[src/rtl/nsm_pkg.sv]
// Package for the nested scope matcher: line and record kind codes, field widths
// and the push/pop command struct shared by the stack cells.
// No dependencies.
package nsm_pkg;

  localparam int unsigned LINE_FIELD_W = 16;
  localparam int unsigned LEVEL_W      = 8;
  localparam int unsigned LEVEL_MAX    = 255;

  typedef enum logic [1:0] {
    LK_OTHER = 2'd0,
    LK_OPEN  = 2'd1,
    LK_CLOSE = 2'd2,
    LK_END   = 2'd3
  } line_kind_e;

  typedef enum logic [2:0] {
    RK_SCOPE    = 3'd0,
    RK_ROOT     = 3'd1,
    RK_TOO_DEEP = 3'd2,
    RK_NO_OPEN  = 3'd3,
    RK_UNCLOSED = 3'd4
  } record_kind_e;

  typedef struct packed {
    logic push;
    logic pop;
  } stack_op_t;

endpackage

[src/rtl/nsm_cell.sv]
// One entry of the shifting scope stack: holds a first-line number and takes
// its neighbour's value on push or pop. Depends on nsm_pkg.
module nsm_cell
  import nsm_pkg::*;
#(
  parameter int unsigned LINE_W = 16
) (
  input  logic              clk_i,
  input  stack_op_t         op_i,
  input  logic [LINE_W-1:0] above_i,
  input  logic [LINE_W-1:0] below_i,
  output logic [LINE_W-1:0] value_o
);

  logic [LINE_W-1:0] value_q, value_d;

  always_comb begin
    value_d = value_q;
    if (op_i.push) begin
      value_d = above_i;
    end else if (op_i.pop) begin
      value_d = below_i;
    end
  end

  always_ff @(posedge clk_i) begin
    value_q <= value_d;
  end

  assign value_o = value_q;

endmodule

[config.mk]
export PLATFORM = sky130hd
export DESIGN_NAME = nsm_cell
export DESIGN_NICKNAME = d
export VERILOG_FILES = /design/src/rtl/nsm_pkg.sv /design/src/rtl/nsm_cell.sv
export SDC_FILE = /design/constraint.sdc
export NUM_CORES = 1
export LEC_CHECK = 0
export ABC_AREA = 1
export BUFFER_PORTS_ARGS = -buffer_cell sky130_fd_sc_hd__buf_2
export CAP_MARGIN = 20
export CORE_UTILIZATION = 30
export CTS_BUF_LIST = sky130_fd_sc_hd__clkbuf_16
export CTS_CLUSTER_SIZE = 40
export DETAILED_ROUTE_END_ITERATION = 10
export PLACE_DENSITY = 0.73
export SYNTH_ARGS = -nofsm -noshare
export SYNTH_HDL_FRONTEND = slang
export SYNTH_SLANG_ARGS = --single-unit
[constraint.sdc]
create_clock -name clk_i -period 2.1 [get_ports clk_i]
set_input_delay 0.21 -clock clk_i [delete_from_list [all_inputs] [get_ports clk_i]]
set_output_delay 0.21 -clock clk_i [all_outputs]
set_load 0.02 [all_outputs]
* After elaboration in Yosys (flattened, before gate mapping)
Index checks and enable logic that the tools add are counted.
Word-level totals: bits in registers 16, bits of input ports 35, logic and storage cells 4
Operators by class: mux-type cells 2, reduce and logical (&&, ||, !) cells 1
Operator list (count):
- 2-to-1 mux 16 bit | 2
- nonzero test 2 bit | 1

* Logic depth before layout (Yosys ltp)
Gate-level depths: netlist of run 1.
word-level depth 2, gate-level depth with buffers 5, gate-level depth less buffers 3

* Worst setup path after synthesis of run 1
Ideal clock, no wire load.
kind input to register, start point in op_i[1] in the netlist's numbering, end point reg value_q[0] (netlist: value_o[0]), enable pin, setup time 0.373 ns, arrival time 0.749 ns, data required time 1.727 ns, setup slack 0.979 ns, stages 2, path buffers 1, cells stage by stage buf_6 -> or2_1
Between the ends: word-level cells in the longest chain between the ends 1
Ends and longest elaborated chain:
- from (decl) | line nsm_cell.sv:9 | input stack_op_t op_i,
- nonzero test 2 bit (no source line)
- to (signal assigned) | line nsm_cell.sv:27 | value_q <= value_d;
- to (decl) | line nsm_cell.sv:15 | logic [LINE_W-1:0] value_q, value_d;
No other way between the ends. A chain may end at the register's enable or synchronous reset.

* Worst setup path in the final report of run 1
start point in op_i[1] in the netlist's numbering, end point reg value_q[7] (netlist: value_o[7]), enable pin
Same word-level chain as after synthesis.

==> results.yml, run 1 <==
worst_setup_path:
  crit_buf_inv: 1
  critical_path_class: "in -> reg"
  crit_family: "simple AND/OR/NAND/NOR gates"
  worst_setup_path_start_kind: "input port"
  crit_chain: "buf_2 -> or2_1"
  path_depth: 2
  critical_path.max_stage_delay_ns: 0.58
  worstPathRequired_ns: 1.97
  end_kind: "flop"
  critPathArrivalTime_ns: 1.11
  cp_max_fo: 18
  slowest_stage: "or2_1"
logic_synthesis:
  synthSimpleGateAreaFrac_pct: 27.2
  ys_types: 7
  synth-adder-area-share_pct: 0
  synth-async-reset-ratio_pct: 0
  synth-compound-area-share_pct: 0
  yosysTopAreaCell: "edfxtp_1"
  synth_common_cells: "nand2_1 (43), edfxtp_1 (16), nand2_2 (5), buf_6 (2)"
  synth_seq_area_share_pct: 65.8
  avgSynthCellArea_um2: 10.6
  muxShareOfSynthArea_pct: 0
  syn-num-nets: 104
  syn_inst: 69
  yosys_warnings: 0
  synth-edff-count: 16
  yosys.area_share.xor_xnor_pct: 0
  synth_top_cell_area_share_pct: 65.8
  ys_top_cells_by_area: "edfxtp_1 (66%), nand2_1 (22%), nand2_2 (4.3%)"
  netlist_area_um2: 731
  synth-seq-cells: 16
  synth_top_family_by_area: "simple AND/OR/NAND/NOR gates"
  synth_flop_cell: "edfxtp_1"
  synth_most_common_cell: "nand2_1"
detailed_routing:
  routed_wl_um: 1520
  vias: 613
  drt_first_pass_iters: 4
  ant_nets: 0
  vias_per_cell: 4.17
  wire_per_inst_um: 10.4
  dr.first_iter.drc_count: 9
  drc: 0
placed_design:
  place_area_um2: 973
  port_buffers: 50
  place_hpwl_um: 1130
  gp_congestion: 0.612
outcome:
  status: "finished clean"
finish:
  layout.nets: 156
  final_area_um2: 1050
  synthToLayoutAreaGrowth_pct: 43.5
  drive_gt1_share_pct: 49.6
  largest_register_ff_count: 16
  num_antenna_cells: 0
  n_fill_cell: 217
global_route:
  grt_overflow_total: 0
  grt_antenna_before_repair: 0
  use_met3_pct: 3.27
  grt_pass1_wl_um: 2170
  grt_busiest_layer: "met2"
  grtUsageMet1_pct: 14.0
  grt_usage_pct: 11.9
  first_global_vias: 544
  use_met2_pct: 18.6
  grt_max_degree: 19
floorplanning:
  initial_core_util_pct: 32.4
  die_area_um2: 2640
  ioPinCount: 51
  core_area_um2: 2250
  fp.dieH_um: 51.4
  fp-row-count: 17
  die_w_um: 51.4
clocking:
  holdBufCountCts: 0
  clock-root-buffer: "clkbuf_16"
  cts_num_sinks: 16
  post_cts_buffers: 0
  clk_pin_slew_ns: 0.04
  cts_tree: "yes"
  cts_resized: 0
  clk_path_buf_depth: 2
  cts_made_buffers: 3
  cts_max_level: 1
timing:
  min_period_over_period_pct: 58.8
  maxSlewViolCount: 0
  relSlewSlack_pct: 57.7
  final.min_clock_period_ns: 1.24
  max_freq_ghz: 0.810
  tns_ns: 0
  rsz0062_at_grt: "no"
  setup_viol: 0
  finalHoldViolCount: 0
  tightest_slew_ns: 0.634
power_and_ir_drop:
  peakVddDrop_v: 0.000372
  swShare_pct: 22.4
  leakage_nw: 0.549
  power_switching_mw: 0.202
  p_clk_share_pct: 38.6
  p_seq_share_pct: 44.6
  power.density_nw_per_um2: 859
  pwr-share-comb_pct: 16.8
  p_int_mw: 0.699
min_path:
  hold_path.class: "in -> reg"
  whs_path_depth: 3
run:
  max_cap_viol_count: 0
-- routing by layer --
layer,part of all wire (%),wire [um]
met5,0,0
met4,1.0,16
met3,9.8,149
met2,47,709
met1,43,650
-- per-stage QoR --
stage | total power [mW] | setup WS [ns] | util [%] | std cells | hold slack (ns)
floorplan | 0.498 | 0.979 | - | 69 | 0.383
global placement | 0.557 | 0.621 | 43.2 | 144 | 0.475
detailed placement | 0.560 | 0.609 | 43.2 | 144 | 0.479
CTS | 0.911 | 0.862 | 46.5 | 147 | 0.234
global route | 0.937 | 0.770 | 46.5 | 147 | 0.240
finish | 0.901 | 0.865 | 46.5 | 147 | 0.236
-- area by class of cell --
cell class                      count  area [um2]  area share, %
Tap cell                           28        35.0           3.34
Inverter                            1        8.76          0.835
Sequential cell                    16         480           45.8
Timing Repair Buffer               50         250           23.9
Clock buffer                        3        75.1           7.16
Multi-Input combinational cell     49         199           19.0
-- layout by cell type (no fill, tap or decap), drive strengths merged --
| cell | instances |
|---|---|
| buf | 50 |
| clkbuf | 3 |
| edfxtp | 16 |
| inv | 1 |
| nand2 | 48 |
| or2 | 1 |
-- logic make-up after synthesis --
family	after synthesis
DFF	16
and+or+nand+nor	49
buffers and inverters	4
-- power groups by stage --
stage                     sequential, mW  clock [mW]  combinational [mW]
after detailed placement           0.408           0               0.152
after CTS                          0.402       0.356               0.153
after floorplan                    0.455           0              0.0432
final                              0.402       0.348               0.151
after global routing               0.404       0.368               0.165
after global placement             0.407           0               0.150
-- worst paths after layout --
| check | startpoint | end | slack [ns] |
|---|---|---|---|
| setup / recovery | op_i[1] | value_o[7] | 0.86 |
| hold / removal | below_i[0] | value_o[0] | 0.24 |
Power figures use the tool's default switching activity.
==> run 2, diff against run 1 <==
==> constraint.sdc (replaced) <==
create_clock -name clk_i -period 1.3 [get_ports clk_i]
set_input_delay 0.13 -clock clk_i [delete_from_list [all_inputs] [get_ports clk_i]]
set_output_delay 0.13 -clock clk_i [all_outputs]
set_load 0.02 [all_outputs]
==> run 2 against run 1 <==
- critical path depth fell by 1
- flip-flop and latch count did not move
- die area did not move
- first-iteration DRC count fell by 11%
- design area rose by 0.72%
- sequential power rose by 61%
- via count rose by 0.65%
- sequential share of layout area fell by 0.33 points
- worst hold slack got worse by 0.079 ns
- critical endpoint is now value_o[13]
- largest cell class unchanged
==> results.yml, run 2 (synthesis gave the netlist of run 1 again) <==
worst_setup_path:
  critPathArrivalTime_ns: 0.76
  critical_path_class: "reg -> out"
  worstPathRequired_ns: 1.17
  critical_path.max_stage_delay_ns: 0.36
  crit_family: "flip-flops"
  crit_chain: "buf_2"
  end_kind: "primary output"
  crit_buf_inv: 1
  slowest_stage: "edfxtp_1"
  cp_max_fo: 1
  worst_setup_path_start_kind: "flop"
placed_design:
  port_buffers: 50
  place_hpwl_um: 1130
  gp_congestion: 0.584
floorplanning:
  core_area_um2: 2250
  ioPinCount: 51
  fp.dieH_um: 51.4
  initial_core_util_pct: 32.4
  die_w_um: 51.4
  die_area_um2: 2640
  fp-row-count: 17
min_path:
  whs_path_depth: 3
  hold_path.class: "in -> reg"
  hp-start: "below_i[14]"
  min_to: "value_o[14]"
power_and_ir_drop:
  total_power_mw: 1.45
  leakage_nw: 0.554
  power.density_nw_per_um2: 1370
  peakVddDrop_v: 0.000616
clocking:
  holdBufCountCts: 0
  clock-root-buffer: "clkbuf_16"
  cts_resized: 0
  post_cts_buffers: 0
  clk_pin_slew_ns: 0.04
  cts_made_buffers: 3
  cts_max_level: 1
  cts_tree: "yes"
  cts_num_sinks: 16
  clk_path_buf_depth: 2
detailed_routing:
  ant_nets: 0
  wire_per_inst_um: 10.1
  routed_wl_um: 1490
  vias: 617
  vias_per_cell: 4.17
  drt_first_pass_iters: 2
  wl_met2_um: 683
  dr.first_iter.drc_count: 8
  wl_met1_um: 660
  drc: 0
  met3WireLength_um: 132
  highest_layer: "met4"
timing:
  final.min_clock_period_ns: 0.890
  finalHoldViolCount: 0
  relSlewSlack_pct: 57.0
  tns_ns: 0
  max_freq_ghz: 1.12
  maxSlewViolCount: 0
  min_period_over_period_pct: 68.5
  rsz0062_at_grt: "no"
  tightest_slew_ns: 0.645
  setup_viol: 0
global_route:
  grt_max_degree: 18
  grt_antenna_before_repair: 0
  first_global_vias: 534
  grt_usage_pct: 11.9
  grt_overflow_total: 0
  grt_pass1_wl_um: 2200
finish:
  largest_register_ff_count: 16
  synthToLayoutAreaGrowth_pct: 44.5
  layout.nets: 157
  num_antenna_cells: 0
  n_fill_cell: 235
  layout_common_cells: "buf_2 (50), nand2_1 (43), edfxtp_1 (16)"
  drive_gt1_share_pct: 50.0
  final_common_cell: "buf_2"
outcome:
  status: "finished clean"
run:
  max_cap_viol_count: 0
## run 2: cell types whose count changed in the layout (fill, tap and decap cells not counted)
| cell | delta |
|---|---|
| buf_4 | +1 |
## run 2: metal layers
metal	vias to the layer above	track usage (%)
li1	324	-
met5	-	0
met3	2	2.98
met1	257	13.8
met2	34	20.0
met4	0	6.76
## run 2: cell type report
cell class                 count  area [um2]  share of cell area [%]
tap                           28        35.0                    3.32
timing repair buffer          51         258                    24.4
multi-input combinational     49         199                    18.8
inverter                       1        8.76                   0.829
sequential                    16         480                    45.5
clock buffer                   3        75.1                    7.11
## run 2: power breakdown
part	internal, mW	switching [mW]
Combinational	0.0943	0.153
Sequential	0.636	0.0117
Clock	0.400	0.152
Total	1.13	0.317
## run 2: worst max-delay path by stage
stage / startpoint / to / slack, ns / cells after the start
after floorplan: op_i[1] / value_o[0] / 0.26 / 2
after global placement: op_i[1] / value_o[9] / 0.20 / 2
after detailed placement: op_i[1] / value_o[7] / 0.19 / 2
after CTS: value_o[13] / value_o[13] / 0.40 / 1
after global routing: op_i[1] / value_o[4] / 0.37 / 2
final: value_o[13] / value_o[13] / 0.41 / 1
## run 2: through the flow
stage	instances	setup WS (ns)	hold slack, ns	utilization, %	area (um2)
6_report	148	0.410	0.157	46.8	1060
5_1_grt	148	0.372	0.161	46.8	1060
4_1_cts	148	0.400	0.156	46.8	1060
3_5_place_dp	145	0.190	0.399	43.5	981
3_3_place_gp	145	0.197	0.395	43.5	981
2_1_floorplan	69	0.259	0.303	-	731
==> run 3, diff against run 2 <==
--- a/config.mk
+++ b/config.mk
@@ -5,14 +5,14 @@
 export SDC_FILE = /design/constraint.sdc
 export NUM_CORES = 1
 export LEC_CHECK = 0
-export ABC_AREA = 1
+export ABC_AREA = 0
 export BUFFER_PORTS_ARGS = -buffer_cell sky130_fd_sc_hd__buf_2
 export CAP_MARGIN = 20
 export CORE_UTILIZATION = 30
 export CTS_BUF_LIST = sky130_fd_sc_hd__clkbuf_16
 export CTS_CLUSTER_SIZE = 40
 export DETAILED_ROUTE_END_ITERATION = 10
-export PLACE_DENSITY = 0.73
+export PLACE_DENSITY = 0.75
 export SYNTH_ARGS = -nofsm -noshare
 export SYNTH_HDL_FRONTEND = slang
 export SYNTH_SLANG_ARGS = --single-unit
==> constraint.sdc (replaced) <==
create_clock -name clk_i -period 0.8 [get_ports clk_i]
set_input_delay 0.08 -clock clk_i [delete_from_list [all_inputs] [get_ports clk_i]]
set_output_delay 0.08 -clock clk_i [all_outputs]
set_load 0.02 [all_outputs]
==> run 3 against run 2 <==
- the flow now finishes with violations (setup timing)
- die area grew 0.18%
- global-route usage shrank 0.51 points
- sequential power rose by 64%
- clock-buffer cell count unchanged
- routed wire length down 10%
- via count fell by 20%
- first-iteration DRC count down 13%
- power up 72%
- critical path depth unchanged
- critical endpoint is now value_o[11]
- largest power group unchanged
- highest routed layer unchanged
==> results.yml, run 3 <==
timing:
  rsz0062_at_grt: "yes"
  final.min_clock_period_ns: 0.847
  finalHoldViolCount: 0
  setup_viol: 16
  tightest_slew_ns: 0.224
  maxSlewViolCount: 0
  setup_slack_ns: -0.0469
  relSlewSlack_pct: 85.1
  min_period_over_period_pct: 106
  max_freq_ghz: 1.18
detailed_routing:
  routed_wl_um: 1350
  ant_nets: 0
  wire_per_inst_um: 11.5
  drc: 0
  vias: 496
  vias_per_cell: 4.24
  dr.first_iter.drc_count: 7
  drt_first_pass_iters: 2
power_and_ir_drop:
  power_switching_mw: 0.541
  p_clk_share_pct: 38.4
  leakage_nw: 0.534
  p_int_mw: 1.95
  pwr-share-comb_pct: 19.2
  peakVddDrop_v: 0.000902
  power.density_nw_per_um2: 2180
  swShare_pct: 21.7
  total_power_mw: 2.49
  p_seq_share_pct: 42.5
logic_synthesis:
  synth-seq-cells: 16
  synth_flop_cell: "edfxtp_1"
  ys_types: 6
  synth-async-reset-ratio_pct: 0
  avgSynthCellArea_um2: 20.9
  synth_seq_area_share_pct: 65.6
  synth-compound-area-share_pct: 0
  synth_common_cells: "edfxtp_1 (16), mux2_4 (9), mux2_2 (7)"
  syn_inst: 35
  synthSimpleGateAreaFrac_pct: 0.855
  yosys_warnings: 0
  synth_top_cell_area_share_pct: 65.6
  syn-num-nets: 70
  yosys.area_share.xor_xnor_pct: 0
  synth-adder-area-share_pct: 0
  synth-edff-count: 16
  netlist_area_um2: 732
  muxShareOfSynthArea_pct: 29.2
  yosysTopAreaCell: "edfxtp_1"
  synth_most_common_cell: "edfxtp_1"
  ys_top_cells_by_area: "edfxtp_1 (66%), mux2_4 (18%), mux2_2 (11%)"
  synth_top_family_by_area: "multiplexers"
worst_setup_path:
  slowest_stage: "edfxtp_1"
  worstPathRequired_ns: 0.72
  crit_chain: "buf_2"
  critical_path_class: "reg -> out"
  cp_max_fo: 1
  end_kind: "primary output"
  worst_setup_path_start_kind: "flop"
  crit_buf_inv: 1
  crit_start: "value_o[11]"
  critical_path.max_stage_delay_ns: 0.36
  critPathArrivalTime_ns: 0.77
  crit_family: "flip-flops"
global_route:
  grt_overflow_total: 0
  grt_max_degree: 17
  grt_usage_pct: 11.4
  grt_pass1_wl_um: 2090
  first_global_vias: 481
  grt_antenna_before_repair: 0
clocking:
  clk_pin_slew_ns: 0.05
  cts_made_buffers: 3
  cts_tree: "yes"
  holdBufCountCts: 0
  post_cts_buffers: 0
  cts_max_level: 1
  cts_num_sinks: 16
  clk_path_buf_depth: 2
  clock-root-buffer: "clkbuf_16"
floorplanning:
  die_area_um2: 2640
  fp-row-count: 17
  die_w_um: 51.4
  initial_core_util_pct: 32.5
  fp.dieH_um: 51.4
  core_area_um2: 2250
  ioPinCount: 51
finish:
  n_fill_cell: 215
  num_antenna_cells: 0
  layout.nets: 125
  layout_common_cells: "buf_2 (44), edfxtp_1 (16), mux2_4 (9)"
  drive_gt1_share_pct: 80.9
  layoutNonFillerInstCount: 117
  synthToLayoutAreaGrowth_pct: 56.4
  final_common_cell: "buf_2"
  final_area_um2: 1140
  largest_register_ff_count: 16
placed_design:
  place_ws_ns: -0.155
  dpl.cell_count: 113
  port_buffers: 50
  gp_congestion: 0.687
  place_area_um2: 1030
outcome:
  violations: "setup timing"
  status: "complete, but fails checks"
min_path:
  hold_path.class: "in -> reg"
  hp-start: "above_i[4]"
run:
  max_cap_viol_count: 0
[run 3: changes by cell type after synthesis]
cell | previous run | this run
nand2_1 | 43 | 0
buf_6 | 2 | 1
inv_6 | 1 | 0
mux2_4 | 0 | 9
mux2_2 | 0 | 7
nand2_2 | 5 | 0
[run 3: through the flow]
stage                     hold WS [ns]  TNS, ns  utilization (%)
final                            0.138   -0.561             50.8
after global routing             0.133   -0.947             50.8
after CTS                        0.135   -0.696             49.4
after detailed placement         0.385    -4.50             45.6
after global placement           0.384    -4.29             45.6
after floorplan                  0.297    -2.22                -
[run 3: kinds of logic (layout without fill, tap and decap cells)]
group	Yosys count	in the layout
multiplexers	16	16
flip-flops	16	16
buffers and inverters	2	56
AND/OR/NAND/NOR	1	1
[run 3: timing repair]
item,CTS,global route
endpoints found under the hold margin,0,0
gates resized for setup,2,10
setup endpoints to repair,16,16
pin swaps,0,0
[run 3: path summary, 6_finish.rpt]
check / depth (start not counted) / slack [ns] / to
worst max-delay path: 1 / -0.05 / value_o[11]
worst min-delay path: 2 / 0.14 / value_o[4]
[run 3: final cells by class]
type | instances | area, um2 | area share, %
tap | 28 | 35.0 | 3.06
timing repair buffer | 52 | 328 | 28.6
clock inverter | 1 | 3.75 | 0.328
sequential | 16 | 480 | 42.0
clock buffer | 3 | 75.1 | 6.56
multi-input combinational | 17 | 223 | 19.5
[run 3: power groups by stage]
stage	clock, mW	sequential [mW]	combinational [mW]
after floorplan	0	1.19	0.138
after global placement	0	1.07	0.436
after detailed placement	0	1.07	0.442
after CTS	0.976	1.05	0.449
after global routing	1.01	1.07	0.506
final	0.955	1.06	0.477
[run 3: routing by layer]
layer | vias to the layer above | global-route usage (%) | wire, um
li1 | 243 | - | -
met1 | 226 | 11.3 | 457
met2 | 23 | 19.5 | 765
met3 | 4 | 2.38 | 72
met4 | 0 | 10.8 | 50
met5 | - | 0 | 0
